[src/rtl/ltdc_pkg.sv]
// Shared types and constants for the lock table with deadlock check.
package ltdc_pkg;

    localparam int PROC_W = 4;
    localparam int RES_W  = 6;

    typedef enum logic [1:0] {
        KIND_ACQUIRE = 2'd0,
        KIND_RELEASE = 2'd1,
        KIND_CHECK   = 2'd2,
        KIND_UNBLOCK = 2'd3
    } t_kind;

    // Commands from controller to datapath
    typedef struct packed {
        logic load;        // capture the input item
        logic clr_wr;      // write one zero row of the lock table
        logic lk_rd_op;    // read lock row at the item's resource
        logic lk_rd_wait;  // read lock row at the waited-for resource
        logic wt_rd_slot;  // read wait entry of the scan slot
        logic wt_rd_own;   // read wait entry of the row's owner
        logic op_wr;       // commit an acquire or release
        logic unblk;       // clear the blocked flag of the item's process
        logic slot_clr;
        logic slot_inc;
        logic res_op;      // present the result of an acquire or release
        logic res_found;   // present a found pair
        logic res_none;    // present an all-zero result
    } t_cmd;

    // Status from datapath to controller
    typedef struct packed {
        t_kind kind;
        logic  in_range;
        logic  clr_last;
        logic  slot_last;
        logic  slot_cand;
        logic  lk_valid;
        logic  own_cand;
        logic  mark_hit;
    } t_sts;

endpackage

[src/rtl/ltdc_ram.sv]
// Generic RAM: one write port, one read port with registered read data.
module ltdc_ram #(
    parameter int WIDTH = 8,
    parameter int DEPTH = 16
) (
    input  logic                     i_clk,
    input  logic                     i_we,
    input  logic [$clog2(DEPTH)-1:0] i_waddr,
    input  logic [WIDTH-1:0]         i_wdata,
    input  logic                     i_re,
    input  logic [$clog2(DEPTH)-1:0] i_raddr,
    output logic [WIDTH-1:0]         o_rdata
);

    logic [WIDTH-1:0] r_mem [DEPTH];
    logic [WIDTH-1:0] r_rdata;

    always_ff @(posedge i_clk) begin
        if (i_we) begin
            r_mem[i_waddr] <= i_wdata;
        end
        if (i_re) begin
            r_rdata <= r_mem[i_raddr];
        end
    end

    assign o_rdata = r_rdata;

endmodule

[src/rtl/ltdc_ctrl.sv]
// Controller: sequences clearing, lock operations and the deadlock scan.
module ltdc_ctrl (
    input  logic            i_clk,
    input  logic            i_rst_n,
    input  logic            i_start,
    input  ltdc_pkg::t_sts  i_sts,
    output ltdc_pkg::t_cmd  o_cmd,
    output logic            o_busy
);

    typedef enum logic [3:0] {
        S_CLEAR,
        S_IDLE,
        S_DECODE,
        S_OP_EX,
        S_CK_SLOT,
        S_CK_LK1,
        S_CK_OWN,
        S_CK_LK2,
        S_CK_MARK
    } t_state;

    t_state r_state, n_state;
    logic   r_busy, n_busy;
    logic   adv;

    always_comb begin
        o_cmd   = '0;
        n_state = r_state;
        n_busy  = r_busy;
        adv     = 1'b0;
        unique case (r_state)
            S_CLEAR: begin
                o_cmd.clr_wr = 1'b1;
                if (i_sts.clr_last) begin
                    n_state = S_IDLE;
                    n_busy  = 1'b0;
                end
            end
            S_IDLE: begin
                if (i_start) begin
                    o_cmd.load = 1'b1;
                    n_state    = S_DECODE;
                    n_busy     = 1'b1;
                end
            end
            S_DECODE: begin
                priority if (i_sts.kind == ltdc_pkg::KIND_CHECK) begin
                    o_cmd.slot_clr = 1'b1;
                    n_state        = S_CK_SLOT;
                end else if (!i_sts.in_range) begin
                    o_cmd.res_none = 1'b1;
                    n_state        = S_IDLE;
                    n_busy         = 1'b0;
                end else if (i_sts.kind == ltdc_pkg::KIND_UNBLOCK) begin
                    o_cmd.unblk    = 1'b1;
                    o_cmd.res_none = 1'b1;
                    n_state        = S_IDLE;
                    n_busy         = 1'b0;
                end else begin
                    o_cmd.lk_rd_op = 1'b1;
                    n_state        = S_OP_EX;
                end
            end
            S_OP_EX: begin
                o_cmd.op_wr  = 1'b1;
                o_cmd.res_op = 1'b1;
                n_state      = S_IDLE;
                n_busy       = 1'b0;
            end
            S_CK_SLOT: begin
                if (i_sts.slot_cand) begin
                    o_cmd.wt_rd_slot = 1'b1;
                    n_state          = S_CK_LK1;
                end else begin
                    adv = 1'b1;
                end
            end
            S_CK_LK1: begin
                o_cmd.lk_rd_wait = 1'b1;
                n_state          = S_CK_OWN;
            end
            S_CK_OWN: begin
                if (i_sts.lk_valid && i_sts.own_cand) begin
                    o_cmd.wt_rd_own = 1'b1;
                    n_state         = S_CK_LK2;
                end else begin
                    adv = 1'b1;
                end
            end
            S_CK_LK2: begin
                o_cmd.lk_rd_wait = 1'b1;
                n_state          = S_CK_MARK;
            end
            S_CK_MARK: begin
                if (i_sts.mark_hit) begin
                    o_cmd.res_found = 1'b1;
                    n_state         = S_IDLE;
                    n_busy          = 1'b0;
                end else begin
                    adv = 1'b1;
                end
            end
            default: begin
                n_state = S_IDLE;
                n_busy  = 1'b0;
            end
        endcase

        // move to the next slot, or finish the scan with nothing found
        if (adv) begin
            if (i_sts.slot_last) begin
                o_cmd.res_none = 1'b1;
                n_state        = S_IDLE;
                n_busy         = 1'b0;
            end else begin
                o_cmd.slot_inc = 1'b1;
                n_state        = S_CK_SLOT;
            end
        end
    end

    always_ff @(posedge i_clk) begin
        if (!i_rst_n) begin
            r_state <= S_CLEAR;
            r_busy  <= 1'b1;
        end else begin
            r_state <= n_state;
            r_busy  <= n_busy;
        end
    end

    assign o_busy = r_busy;

endmodule

[src/rtl/ltdc_dp.sv]
// Datapath: lock table and wait RAMs, per-process flags and result registers.
module ltdc_dp #(
    parameter int PROCESS_SLOTS  = 16,
    parameter int RESOURCE_COUNT = 64
) (
    input  logic                         i_clk,
    input  logic                         i_rst_n,
    input  ltdc_pkg::t_cmd               i_cmd,
    output ltdc_pkg::t_sts               o_sts,
    input  logic [1:0]                   i_kind,
    input  logic [ltdc_pkg::PROC_W-1:0]  i_process,
    input  logic [ltdc_pkg::RES_W-1:0]   i_resource,
    output logic                         o_done,
    output logic                         o_granted,
    output logic                         o_deadlock_found,
    output logic [ltdc_pkg::PROC_W-1:0]  o_first_process,
    output logic [ltdc_pkg::PROC_W-1:0]  o_holder_process
);

    localparam int PW = $clog2(PROCESS_SLOTS);
    localparam int RW = $clog2(RESOURCE_COUNT);
    // lock row: {held marks per process, owner, valid}
    localparam int LW = PROCESS_SLOTS + ltdc_pkg::PROC_W + 1;

    ltdc_pkg::t_kind               r_kind;
    logic [ltdc_pkg::PROC_W-1:0]   r_proc;
    logic [ltdc_pkg::RES_W-1:0]    r_res;
    logic [PW-1:0]                 r_slot;
    logic [RW-1:0]                 r_clr;
    logic [ltdc_pkg::PROC_W-1:0]   r_own;
    logic [PROCESS_SLOTS-1:0]      r_blk;
    logic [PROCESS_SLOTS-1:0]      r_wv;

    logic                          r_done;
    logic                          r_granted;
    logic                          r_found;
    logic [ltdc_pkg::PROC_W-1:0]   r_first;
    logic [ltdc_pkg::PROC_W-1:0]   r_holder;

    logic [LW-1:0]                 lk_rdata, lk_wdata, row_new;
    logic [RW-1:0]                 lk_raddr, lk_waddr;
    logic                          lk_we, lk_re;
    logic [ltdc_pkg::RES_W-1:0]    wt_rdata;
    logic [PW-1:0]                 wt_raddr;
    logic                          wt_we, wt_re;

    logic                          lk_valid;
    logic [ltdc_pkg::PROC_W-1:0]   lk_owner;
    logic [PROCESS_SLOTS-1:0]      lk_marks, n_marks;
    logic [PW-1:0]                 p_idx, own_idx;
    logic                          is_acq, is_rel, proc_ok, res_ok;

    assign lk_valid = lk_rdata[0];
    assign lk_owner = lk_rdata[ltdc_pkg::PROC_W:1];
    assign lk_marks = lk_rdata[LW-1:ltdc_pkg::PROC_W+1];
    assign p_idx    = PW'(r_proc);
    assign own_idx  = PW'(lk_owner);
    assign is_acq   = (r_kind == ltdc_pkg::KIND_ACQUIRE);
    assign is_rel   = (r_kind == ltdc_pkg::KIND_RELEASE);
    assign proc_ok  = (32'(r_proc) < PROCESS_SLOTS);
    assign res_ok   = (32'(r_res) < RESOURCE_COUNT);

    always_comb begin
        n_marks        = lk_marks;
        n_marks[p_idx] = is_acq;
        row_new        = {n_marks, (is_acq ? r_proc : lk_owner), is_acq};
    end

    // lock table port selection
    assign lk_re    = i_cmd.lk_rd_op | i_cmd.lk_rd_wait;
    assign lk_raddr = i_cmd.lk_rd_wait ? RW'(wt_rdata) : RW'(r_res);
    assign lk_we    = i_cmd.clr_wr | (i_cmd.op_wr & ((is_acq & ~lk_valid) | is_rel));
    assign lk_waddr = i_cmd.clr_wr ? r_clr : RW'(r_res);
    assign lk_wdata = i_cmd.clr_wr ? '0 : row_new;

    // wait RAM: written on a refused acquire, read during the scan
    assign wt_we    = i_cmd.op_wr & is_acq & lk_valid;
    assign wt_re    = i_cmd.wt_rd_slot | i_cmd.wt_rd_own;
    assign wt_raddr = i_cmd.wt_rd_own ? own_idx : r_slot;

    ltdc_ram #(
        .WIDTH (LW),
        .DEPTH (RESOURCE_COUNT)
    ) u_lock_ram (
        .i_clk   (i_clk),
        .i_we    (lk_we),
        .i_waddr (lk_waddr),
        .i_wdata (lk_wdata),
        .i_re    (lk_re),
        .i_raddr (lk_raddr),
        .o_rdata (lk_rdata)
    );

    ltdc_ram #(
        .WIDTH (ltdc_pkg::RES_W),
        .DEPTH (PROCESS_SLOTS)
    ) u_wait_ram (
        .i_clk   (i_clk),
        .i_we    (wt_we),
        .i_waddr (p_idx),
        .i_wdata (r_res),
        .i_re    (wt_re),
        .i_raddr (wt_raddr),
        .o_rdata (wt_rdata)
    );

    // item capture and scan registers
    always_ff @(posedge i_clk) begin
        if (i_cmd.load) begin
            r_kind <= ltdc_pkg::t_kind'(i_kind);
            r_proc <= i_process;
            r_res  <= i_resource;
        end
        if (i_cmd.slot_clr) begin
            r_slot <= '0;
        end else if (i_cmd.slot_inc) begin
            r_slot <= r_slot + 1'b1;
        end
        if (i_cmd.wt_rd_own) begin
            r_own <= lk_owner;
        end
    end

    always_ff @(posedge i_clk) begin
        if (!i_rst_n) begin
            r_clr     <= '0;
            r_blk     <= '0;
            r_wv      <= '0;
            r_done    <= 1'b0;
            r_granted <= 1'b0;
            r_found   <= 1'b0;
            r_first   <= '0;
            r_holder  <= '0;
        end else begin
            if (i_cmd.clr_wr) begin
                r_clr <= r_clr + 1'b1;
            end
            if (i_cmd.unblk) begin
                r_blk[p_idx] <= 1'b0;
            end
            if (i_cmd.op_wr && is_acq) begin
                if (lk_valid) begin
                    r_blk[p_idx] <= 1'b1;
                    r_wv[p_idx]  <= 1'b1;
                end else begin
                    r_wv[p_idx]  <= 1'b0;
                end
            end
            r_done <= i_cmd.res_op | i_cmd.res_found | i_cmd.res_none;
            // hold the last result when no result command is given
            if (i_cmd.res_op) begin
                r_granted <= is_acq & ~lk_valid;
                r_found   <= 1'b0;
                r_first   <= '0;
                r_holder  <= (is_acq & lk_valid) ? lk_owner : '0;
            end else if (i_cmd.res_found) begin
                r_granted <= 1'b0;
                r_found   <= 1'b1;
                r_first   <= ltdc_pkg::PROC_W'(r_slot);
                r_holder  <= r_own;
            end else if (i_cmd.res_none) begin
                r_granted <= 1'b0;
                r_found   <= 1'b0;
                r_first   <= '0;
                r_holder  <= '0;
            end
        end
    end

    always_comb begin
        o_sts           = '0;
        o_sts.kind      = r_kind;
        o_sts.in_range  = (r_kind == ltdc_pkg::KIND_UNBLOCK) ? proc_ok : (proc_ok & res_ok);
        o_sts.clr_last  = (r_clr == RW'(RESOURCE_COUNT - 1));
        o_sts.slot_last = (r_slot == PW'(PROCESS_SLOTS - 1));
        o_sts.slot_cand = r_blk[r_slot] & r_wv[r_slot];
        o_sts.lk_valid  = lk_valid;
        o_sts.own_cand  = r_blk[own_idx] & r_wv[own_idx];
        o_sts.mark_hit  = lk_marks[r_slot];
    end

    assign o_done           = r_done;
    assign o_granted        = r_granted;
    assign o_deadlock_found = r_found;
    assign o_first_process  = r_first;
    assign o_holder_process = r_holder;

endmodule

[src/rtl/lock_table_deadlock_check_top.sv]
// Top level: lock table with two-party deadlock check.
//
//  channel  | handshake              | payload
//  ---------+------------------------+-----------------------------------------------
//  item in  | i_start, o_busy        | i_kind, i_process, i_resource
//  result   | o_done (one cycle)     | o_granted, o_deadlock_found, o_first_process,
//           |                        | o_holder_process
//
//  An item transfers when i_start is high and o_busy is low; one result follows.
//  Acquire and release read the lock table row, then write it back or, for a refused
//  acquire, write the wait RAM; unblock and out-of-range items skip the tables.
//  A deadlock check walks the process slots one at a time through the lock table and
//  wait RAM, each with one read port, and stops at the first pair found.
//  After reset the lock table is swept clear row by row, with o_busy high.
//  Results cannot be stalled; o_done marks each one for exactly one cycle.
module lock_table_deadlock_check_top #(
    parameter int PROCESS_SLOTS  = 16,
    parameter int RESOURCE_COUNT = 64
) (
    input  logic                         i_clk,
    input  logic                         i_rst_n,
    input  logic                         i_start,
    output logic                         o_busy,
    input  logic [1:0]                   i_kind,
    input  logic [ltdc_pkg::PROC_W-1:0]  i_process,
    input  logic [ltdc_pkg::RES_W-1:0]   i_resource,
    output logic                         o_done,
    output logic                         o_granted,
    output logic                         o_deadlock_found,
    output logic [ltdc_pkg::PROC_W-1:0]  o_first_process,
    output logic [ltdc_pkg::PROC_W-1:0]  o_holder_process
);

    ltdc_pkg::t_cmd cmd;
    ltdc_pkg::t_sts sts;

    ltdc_ctrl u_ctrl (
        .i_clk   (i_clk),
        .i_rst_n (i_rst_n),
        .i_start (i_start),
        .i_sts   (sts),
        .o_cmd   (cmd),
        .o_busy  (o_busy)
    );

    ltdc_dp #(
        .PROCESS_SLOTS  (PROCESS_SLOTS),
        .RESOURCE_COUNT (RESOURCE_COUNT)
    ) u_dp (
        .i_clk            (i_clk),
        .i_rst_n          (i_rst_n),
        .i_cmd            (cmd),
        .o_sts            (sts),
        .i_kind           (i_kind),
        .i_process        (i_process),
        .i_resource       (i_resource),
        .o_done           (o_done),
        .o_granted        (o_granted),
        .o_deadlock_found (o_deadlock_found),
        .o_first_process  (o_first_process),
        .o_holder_process (o_holder_process)
    );

    // a transfer raises o_busy
    a_accept_busy: assert property (@(posedge i_clk) disable iff (!i_rst_n)
        (i_start && !o_busy) |=> o_busy)
        else $error("busy not raised after a transfer");

    // a result only ends a busy period
    a_done_after_busy: assert property (@(posedge i_clk) disable iff (!i_rst_n)
        o_done |-> $past(o_busy))
        else $error("result without a transfer in progress");

    // a grant and a found pair never share a result
    a_grant_or_found: assert property (@(posedge i_clk) disable iff (!i_rst_n)
        !(o_granted && o_deadlock_found))
        else $error("grant and deadlock reported together");

    // the clearing sweep never overlaps another lock table access
    a_one_lock_cmd: assert property (@(posedge i_clk) disable iff (!i_rst_n)
        !(cmd.clr_wr && (cmd.op_wr || cmd.lk_rd_op || cmd.lk_rd_wait)))
        else $error("clearing sweep overlaps a lock table access");

endmodule
[config.mk]
export PLATFORM = sky130hd
export DESIGN_NAME = lock_table_deadlock_check_top
export DESIGN_NICKNAME = d
export VERILOG_FILES = /design/src/rtl/ltdc_pkg.sv /design/src/rtl/ltdc_ram.sv /design/src/rtl/ltdc_ctrl.sv /design/src/rtl/ltdc_dp.sv /design/src/rtl/lock_table_deadlock_check_top.sv
export SDC_FILE = /design/constraint.sdc
export NUM_CORES = 2
export LEC_CHECK = 0
export BUFFER_PORTS_ARGS = -buffer_cell sky130_fd_sc_hd__buf_2
export CAP_MARGIN = 20
export CORE_MARGIN = 2
export CORE_UTILIZATION = 46
export CTS_CLUSTER_SIZE = 8
export DETAILED_ROUTE_END_ITERATION = 7
export PLACE_DENSITY_LB_ADDON = 0.12
export SLEW_MARGIN = 20
export SYNTH_ARGS = -nofsm -noshare
export SYNTH_HDL_FRONTEND = slang
export SYNTH_SLANG_ARGS = --single-unit
[constraint.sdc]
create_clock -name i_clk -period 3.9 [get_ports i_clk]
set_input_delay 0.78 -clock i_clk [delete_from_list [all_inputs] [get_ports i_clk]]
set_output_delay 0.78 -clock i_clk [all_outputs]
set_load 0.02 [all_outputs]
== Word-level counts from Yosys, hierarchy flattened ==
Memory sizes are Yosys's and may differ from the RTL's. A register that Yosys moved wholly into a read port is not among the register bits.
Index checks and enable logic that the tools add are counted.

* Register bits after elaboration: 74
* Memory bits (writable): 1440
* Bits of input ports: 15
* Output and inout bits: 12
* Word-level logic and storage cells: 153
* Memories kept: 2

{| class="wikitable"
|+ Memories
! name !! words !! bits a word !! rd ports !! clocked after memory_dff !! wr ports !! RTL line !! source
|-
| u_dp.u_lock_ram.r_mem || 64 || 21 || 1 || 1 || 1 || ltdc_ram.sv:15 || <nowiki>logic [WIDTH-1:0] r_mem [DEPTH];</nowiki>
|-
| u_dp.u_wait_ram.r_mem || 16 || 6 || 1 || 1 || 1 || ltdc_ram.sv:15 ||
|}

* Add/subtract/negate cells: 2
* Order comparisons: 4
* Eq/ne operators: 18
* Muxes and demuxes: 81
* Bitwise logic cells: 20
* Reductions and logical operators: 11

{| class="wikitable"
|+ Operators with widths
! kind !! count
|-
| 16-bit 2-to-1 mux || 5
|-
| 4-bit 2-to-1 mux || 13
|-
| 1-bit 2-to-1 mux || 46
|-
| 16-bit bitwise AND || 2
|-
| 16-bit bitwise OR || 2
|-
| 4-bit case mux with 8 select lines || 1
|-
| 21-bit 2-to-1 mux || 1
|-
| 1-bit binary-select mux with 4-bit select || 5
|-
| 16-bit bitwise mux || 1
|-
| 4-bit by 3-bit == test with 1-bit output, second input constant || 4
|-
| 16-bit NOT || 1
|-
| 4-bit by 5-bit < comparator with 1-bit output, second input constant || 3
|-
| 6-bit 2-to-1 mux || 2
|-
| 3-bit by 2-bit != test with 1-bit output, second input constant || 4
|-
| 4-bit by 2-bit == test with 1-bit output, second input constant || 2
|-
| 4-bit == test, second input constant || 2
|-
| 1-bit bitwise AND || 7
|-
| 6-bit by 1-bit adder with 6-bit output, second input constant || 1
|-
| 6-bit == test, second input constant || 1
|-
| 3-bit 2-to-1 mux || 2
|-
| 1-bit bitwise OR || 6
|-
| 1-bit case mux with 5 select lines || 1
|-
| 5-bit AND reduction || 1
|-
| 4-bit by 1-bit adder with 4-bit output, second input constant || 1
|-
| other kinds (16) || 22
|}

== Logic depth before layout (Yosys ltp) ==
* Word-level depth: 11
* Depth in mapped cells: 13
* Mapped depth without buffers: 9

== Modules after synthesis ==
Synthesis repeated with hierarchy kept, for this count alone.

* Cells, all modules: 2880
* Area, all modules: 60407.9 µm²

{| class="wikitable"
|+ Modules (own cells, without submodules)
! module !! times used !! cells an instance !! area each (µm²)
|-
| ltdc_ram (u_dp.u_lock_ram) || 1 || 2190 || 51929.8
|-
| ltdc_dp || 1 || 442 || 4018.9
|-
| ltdc_ram (u_dp.u_wait_ram) || 1 || 178 || 3955.0
|-
| ltdc_ctrl || 1 || 70 || 504.2
|}

== Worst setup path before layout ==
OpenSTA, ideal clock, no wires.

* Kind: register -> register
* From: register u_dp.r_kind[1]
* To: memory u_dp.u_lock_ram.r_mem[0][3] (netlist name) (data pin)
* Setup time: 548 ps
* Data arrival time: 3027 ps
* Data required time: 3352 ps
* Path slack: 325 ps
* Cell stages (with the launch flop): 7
* Period minus slack after synthesis: 3575 ps
* Cell sequence: edfxtp_1 -> clkbuf_1 -> or2_2 -> clkbuf_1 -> clkbuf_1 -> nand2_1 -> a21oi_1

* Cells in the longest elaborated chain, start to end: 3

{| class="wikitable"
|+ Ends and longest elaborated chain
! what !! RTL line !! source
|-
| from (decl) || ltdc_dp.sv:25 || <nowiki>ltdc_pkg::t_kind r_kind;</nowiki>
|-
| from (signal assigned) || ltdc_dp.sv:110 || <nowiki>r_kind <= ltdc_pkg::t_kind'(i_kind);</nowiki>
|-
| 2-bit zero test || ltdc_dp.sv:58 || <nowiki>assign is_acq = (r_kind == ltdc_pkg::KIND_ACQUIRE);</nowiki>
|-
| 4-bit 2-to-1 mux || ltdc_dp.sv:66 || <nowiki>row_new = {n_marks, (is_acq ? r_proc : lk_owner), is_acq};</nowiki>
|-
| 21-bit 2-to-1 mux || ltdc_dp.sv:74 || <nowiki>assign lk_wdata = i_cmd.clr_wr ? '0 : row_new;</nowiki>
|-
| named net u_dp.lk_wdata[3] || ltdc_dp.sv:40 || <nowiki>logic [LW-1:0] lk_rdata, lk_wdata, row_new;</nowiki>
|-
| to (decl) || ltdc_ram.sv:15 ||
|}

The timed path passes the listed nets, and every way through them passes these cells.

== Worst setup path in the final report ==
* From: register u_ctrl.r_state[3]
* To: register u_dp.u_lock_ram.r_rdata[0], in the netlist u_dp.u_lock_ram.o_rdata[0], read port of u_dp.u_lock_ram.r_mem (data pin)

* Cells in the longest elaborated chain, start to end: 4
* Elaborated cells on any way between the ends: 8
* Classes of those cells: eq/ne (3); mux (3); bitwise (1); reduce/logical (1)

{| class="wikitable"
|+ Ends and longest elaborated chain
! what !! RTL line !! source
|-
| from (decl) || ltdc_ctrl.sv:23 || <nowiki>t_state r_state, n_state;</nowiki>
|-
| from (signal assigned) || ltdc_ctrl.sv:128 || <nowiki>r_state <= n_state;</nowiki>
|-
| 4-bit by 3-bit == test with 1-bit output || ltdc_ctrl.sv:32 || <nowiki>unique case (r_state)</nowiki>
|-
| 2-bit OR reduction (no line) || n/a ||
|-
| 1-bit 2-to-1 mux || ltdc_ctrl.sv:32 ||
|-
| 6-bit 2-to-1 mux / 1-bit bitwise OR (equally long branches) || ltdc_dp.sv:71, ltdc_dp.sv:70 ||
|-
| to (decl) || ltdc_ram.sv:16 || <nowiki>logic [WIDTH-1:0] r_rdata;</nowiki>
|}

Parallel ways exist; a longest one is shown, timed or not.
A chain may end at the register's enable or synchronous reset.

==> flow_summary.ini <==
[power]
power_leakage_nw = 23.7
swShare = 0.248
power_frac_clock = 0.403
ir_drop_mv = 0.499
combPwrFrac = 0.114
power.switching_mw = 10.1
power_density_nw_per_um2 = 564
p_seq_frac = 0.484
p_int_mw = 30.7
fin_total_pwr_mw = 40.9

[floorplanning]
initial_core_util = 0.464
coreArea_um2 = 133000
fp.dieW_um = 371
die_h_um = 371
rows = 134
io_pins = 27
die-area_um2 = 138000

[synth]
syn_area_um2 = 61900
ys_types = 55
ys_ff_latch = 1541
synth_area_per_cell_um2 = 18.0
synth.cells.most_frequent = 1483 x edfxtp_1, 430 x nand2_1, 350 x mux4_2, 151 x clkbuf_1, 132 x nor2_1
synthArstFlopShare = 0
syn-num-nets = 3459
synthCells = 3442
synth.most_common_cell = edfxtp_1
yosys_warnings = 0
synth_top_area_share = 0.719
ys_top_cells_by_area = edfxtp_1 72%, mux4_2 13%, nand2_1 2.6%, dfxtp_1 1.9%, mux2i_1 1.3%
ys_seq_area_frac = 0.738
synth_edf_count = 1483
synth_top_cell_by_area = edfxtp_1
synth_flop_cell = edfxtp_1

[setup_path]
critical_path_arrival_ns = 4.33
cp_max_fo = 37
path_cells = nor2b_1 -> nand2_1 -> mux2i_4 -> buf_12 -> buf_12 -> buf_4 -> mux4_2 -> nand2_1 -> nand3_1 -> a32oi_2 -> o221ai_1
max_stage_delay_ns = 0.55
worstSetupStartpointType = flop
path_class = reg -> reg
cp-end-kind = flop
crit_slowest_cell = mux4_2
r2r_slack_ns = 0.09
crit_buf_inv = 3
cp_top_family = multiplexers
required_ns = 4.42

[placed_design]
buffer_ports.inserted = 26
post_dp_cell_area_um2 = 66600
place_inst = 5277
place.gp.congestion = 0.889
detailed_place_hpwl_mm = 102
dp_slack_ns = 0.0166

[finish]
instances_no_fill = 5553
finish.net_count = 3738
final_util = 0.543
stdcell_area_um2 = 72500
nFillCells = 10400
layout-drive-gt1-share = 0.258
synthToLayoutAreaGrowth_pct = 17.0

[clock_tree]
cts-buffers-inserted = 211
clk_pin_slew_ns = 0.05
cts_tree = yes
cts_resized = 1
cts_sinks = 1541
clkLatencyLatePin_ns = 0.84
ctsHoldBuffers = 0
cts_buffer_depth = 3
clock-root-buffer = clkbuf_16
cts.htree.levels = 4
postCtsSetupRepairBufs = 0

[sta]
hold_viol = 0
setup_tns_ns = 0
finalSetupViolCount = 0
tightest_slew_ns = 1.02
slew_viol_final = 0
fin_worst_skew_ns = 0.0440
rsz0062_at_grt = no
whs_ns = 0.111
fin_ws_ns = 0.0907
post-route-period-util = 0.977
fmax_mhz = 263
min_period_ns = 3.81
relSlewSlack = 0.323

[global_route]
met2_usage = 0.386
use_met3 = 0.0449
grt_pass1_vias = 34500
use_met1 = 0.352
grt_max_degree = 101
antenna_found_initial = 10
grt-ovfl-total = 0
gr-max-usage-layer = met2
track_usage = 0.247
grt_first_pass_wirelength_mm = 244

[route]
drt.antenna.violating_nets = 0
route.vias.total = 34000
routedWlPerCell_um = 30.3
remaining_drc_errors = 0
wl_mm = 168
drt_pass1_iterations = 6
vias_per_cell = 6.12
drt_iter0_markers = 3783

[hold_path]
hp-class = in -> reg

[outcome]
outcome = finished, final reports clean

[run]
maxCapViolCount = 0
worst register-to-register path, cell delays in order (launching register included):
cell and delay (ns):
dfxtp_1 0.52, nor2b_1 0.11, nand2_1 0.16, mux2i_4 0.40, buf_12 0.20, buf_12 0.29
buf_4 0.28, mux4_2 0.55, nand2_1 0.14, nand3_1 0.17, a32oi_2 0.47, o221ai_1 0.21
layout make-up:
| cell class | count | area, um^2 | share of cell area |
|---|---|---|---|
| flip-flops and latches | 1541 | 45700 | 0.630 |
| multi-input cells | 1668 | 15800 | 0.217 |
| diodes | 1 | 2.50 | 0.0000345 |
| clock inverters | 16 | 345 | 0.00476 |
| repair buffers | 289 | 2920 | 0.0402 |
| clock buffers | 260 | 5510 | 0.0760 |
| inverters | 10 | 37.5 | 0.000518 |
| well taps | 1768 | 2210 | 0.0305 |
routing by layer:
metal  wire (um)  vias to the layer above
li1            -                    14300
met1       71000                    18100
met2       79700                     1393
met3       12400                      261
met4        5290                        0
met5           0                        -
cells by family (layout without fill, tap and decap cells):
family,after synthesis,after routing,share of synthesized area
fa+ha+maj,2,2,0.000404
other cells,0,1,0
flops,1541,1541,0.738
mux,432,432,0.141
xor+xnor,5,5,0.000707
compound gates,387,387,0.0433
simple gates,842,842,0.0614
buf+inv,233,575,0.0157
placed cells by master (no fill, tap or decap), types with 10 or more instances in the layout:
master,n
a211oi_1,51
a21boi_0,12
a21oi_1,63
a21oi_4,10
a22o_1,10
a311oi_1,48
a32oi_1,15
and2_1,10
buf_12,63
buf_2,26
buf_4,198
clkbuf_1,46
clkbuf_16,212
dfxtp_1,57
edfxtp_1,1483
mux2i_1,76
mux4_2,350
nand2_1,430
nand2b_1,103
nand3_1,83
nand3b_1,26
nor2_1,55
nor2_2,66
nor2_4,11
nor2b_1,16
o21a_1,35
o21ai_0,59
o221ai_1,21
o22ai_1,24
flip-flops by register name, summed over array words and instances, names as in the netlist, 6 cells and up, named ones only:
register	count
u_dp.u_wait_ram.r_mem	96
u_dp.r_blk	16
u_dp.r_res	6
u_dp.u_lock_ram.r_mem	1344
u_dp.u_wait_ram.o_rdata	6
u_dp.r_clr	6
u_dp.u_lock_ram.o_rdata	21
final timing paths:
check                           cells after the start                            startpoint                              endpoint
worst min-delay path                                1                         i_resource[2]               u_dp.r_res[2]$_DFFE_PP_
worst max register to register                     11        u_ctrl.r_state[3]$_SDFFE_PN0P_  u_dp.u_lock_ram.o_rdata[0]$_DFFE_PP_
worst min register to register                      1  u_dp.o_first_process[2]$_SDFFE_PP0P_  u_dp.o_first_process[2]$_SDFFE_PP0P_
worst max-delay path                               11        u_ctrl.r_state[3]$_SDFFE_PN0P_  u_dp.u_lock_ram.o_rdata[0]$_DFFE_PP_
power groups by stage:
stage	combinational, mW	sequential (mW)	clock (mW)
after global placement	4.52	20.0	0
after detailed placement	4.65	20.1	0
after CTS	4.66	19.8	16.7
final	4.65	19.8	16.5
after global routing	4.90	19.8	17.4
after floorplan	2.21	20.1	0
No activity file was read; power rests on OpenSTA's default activity.
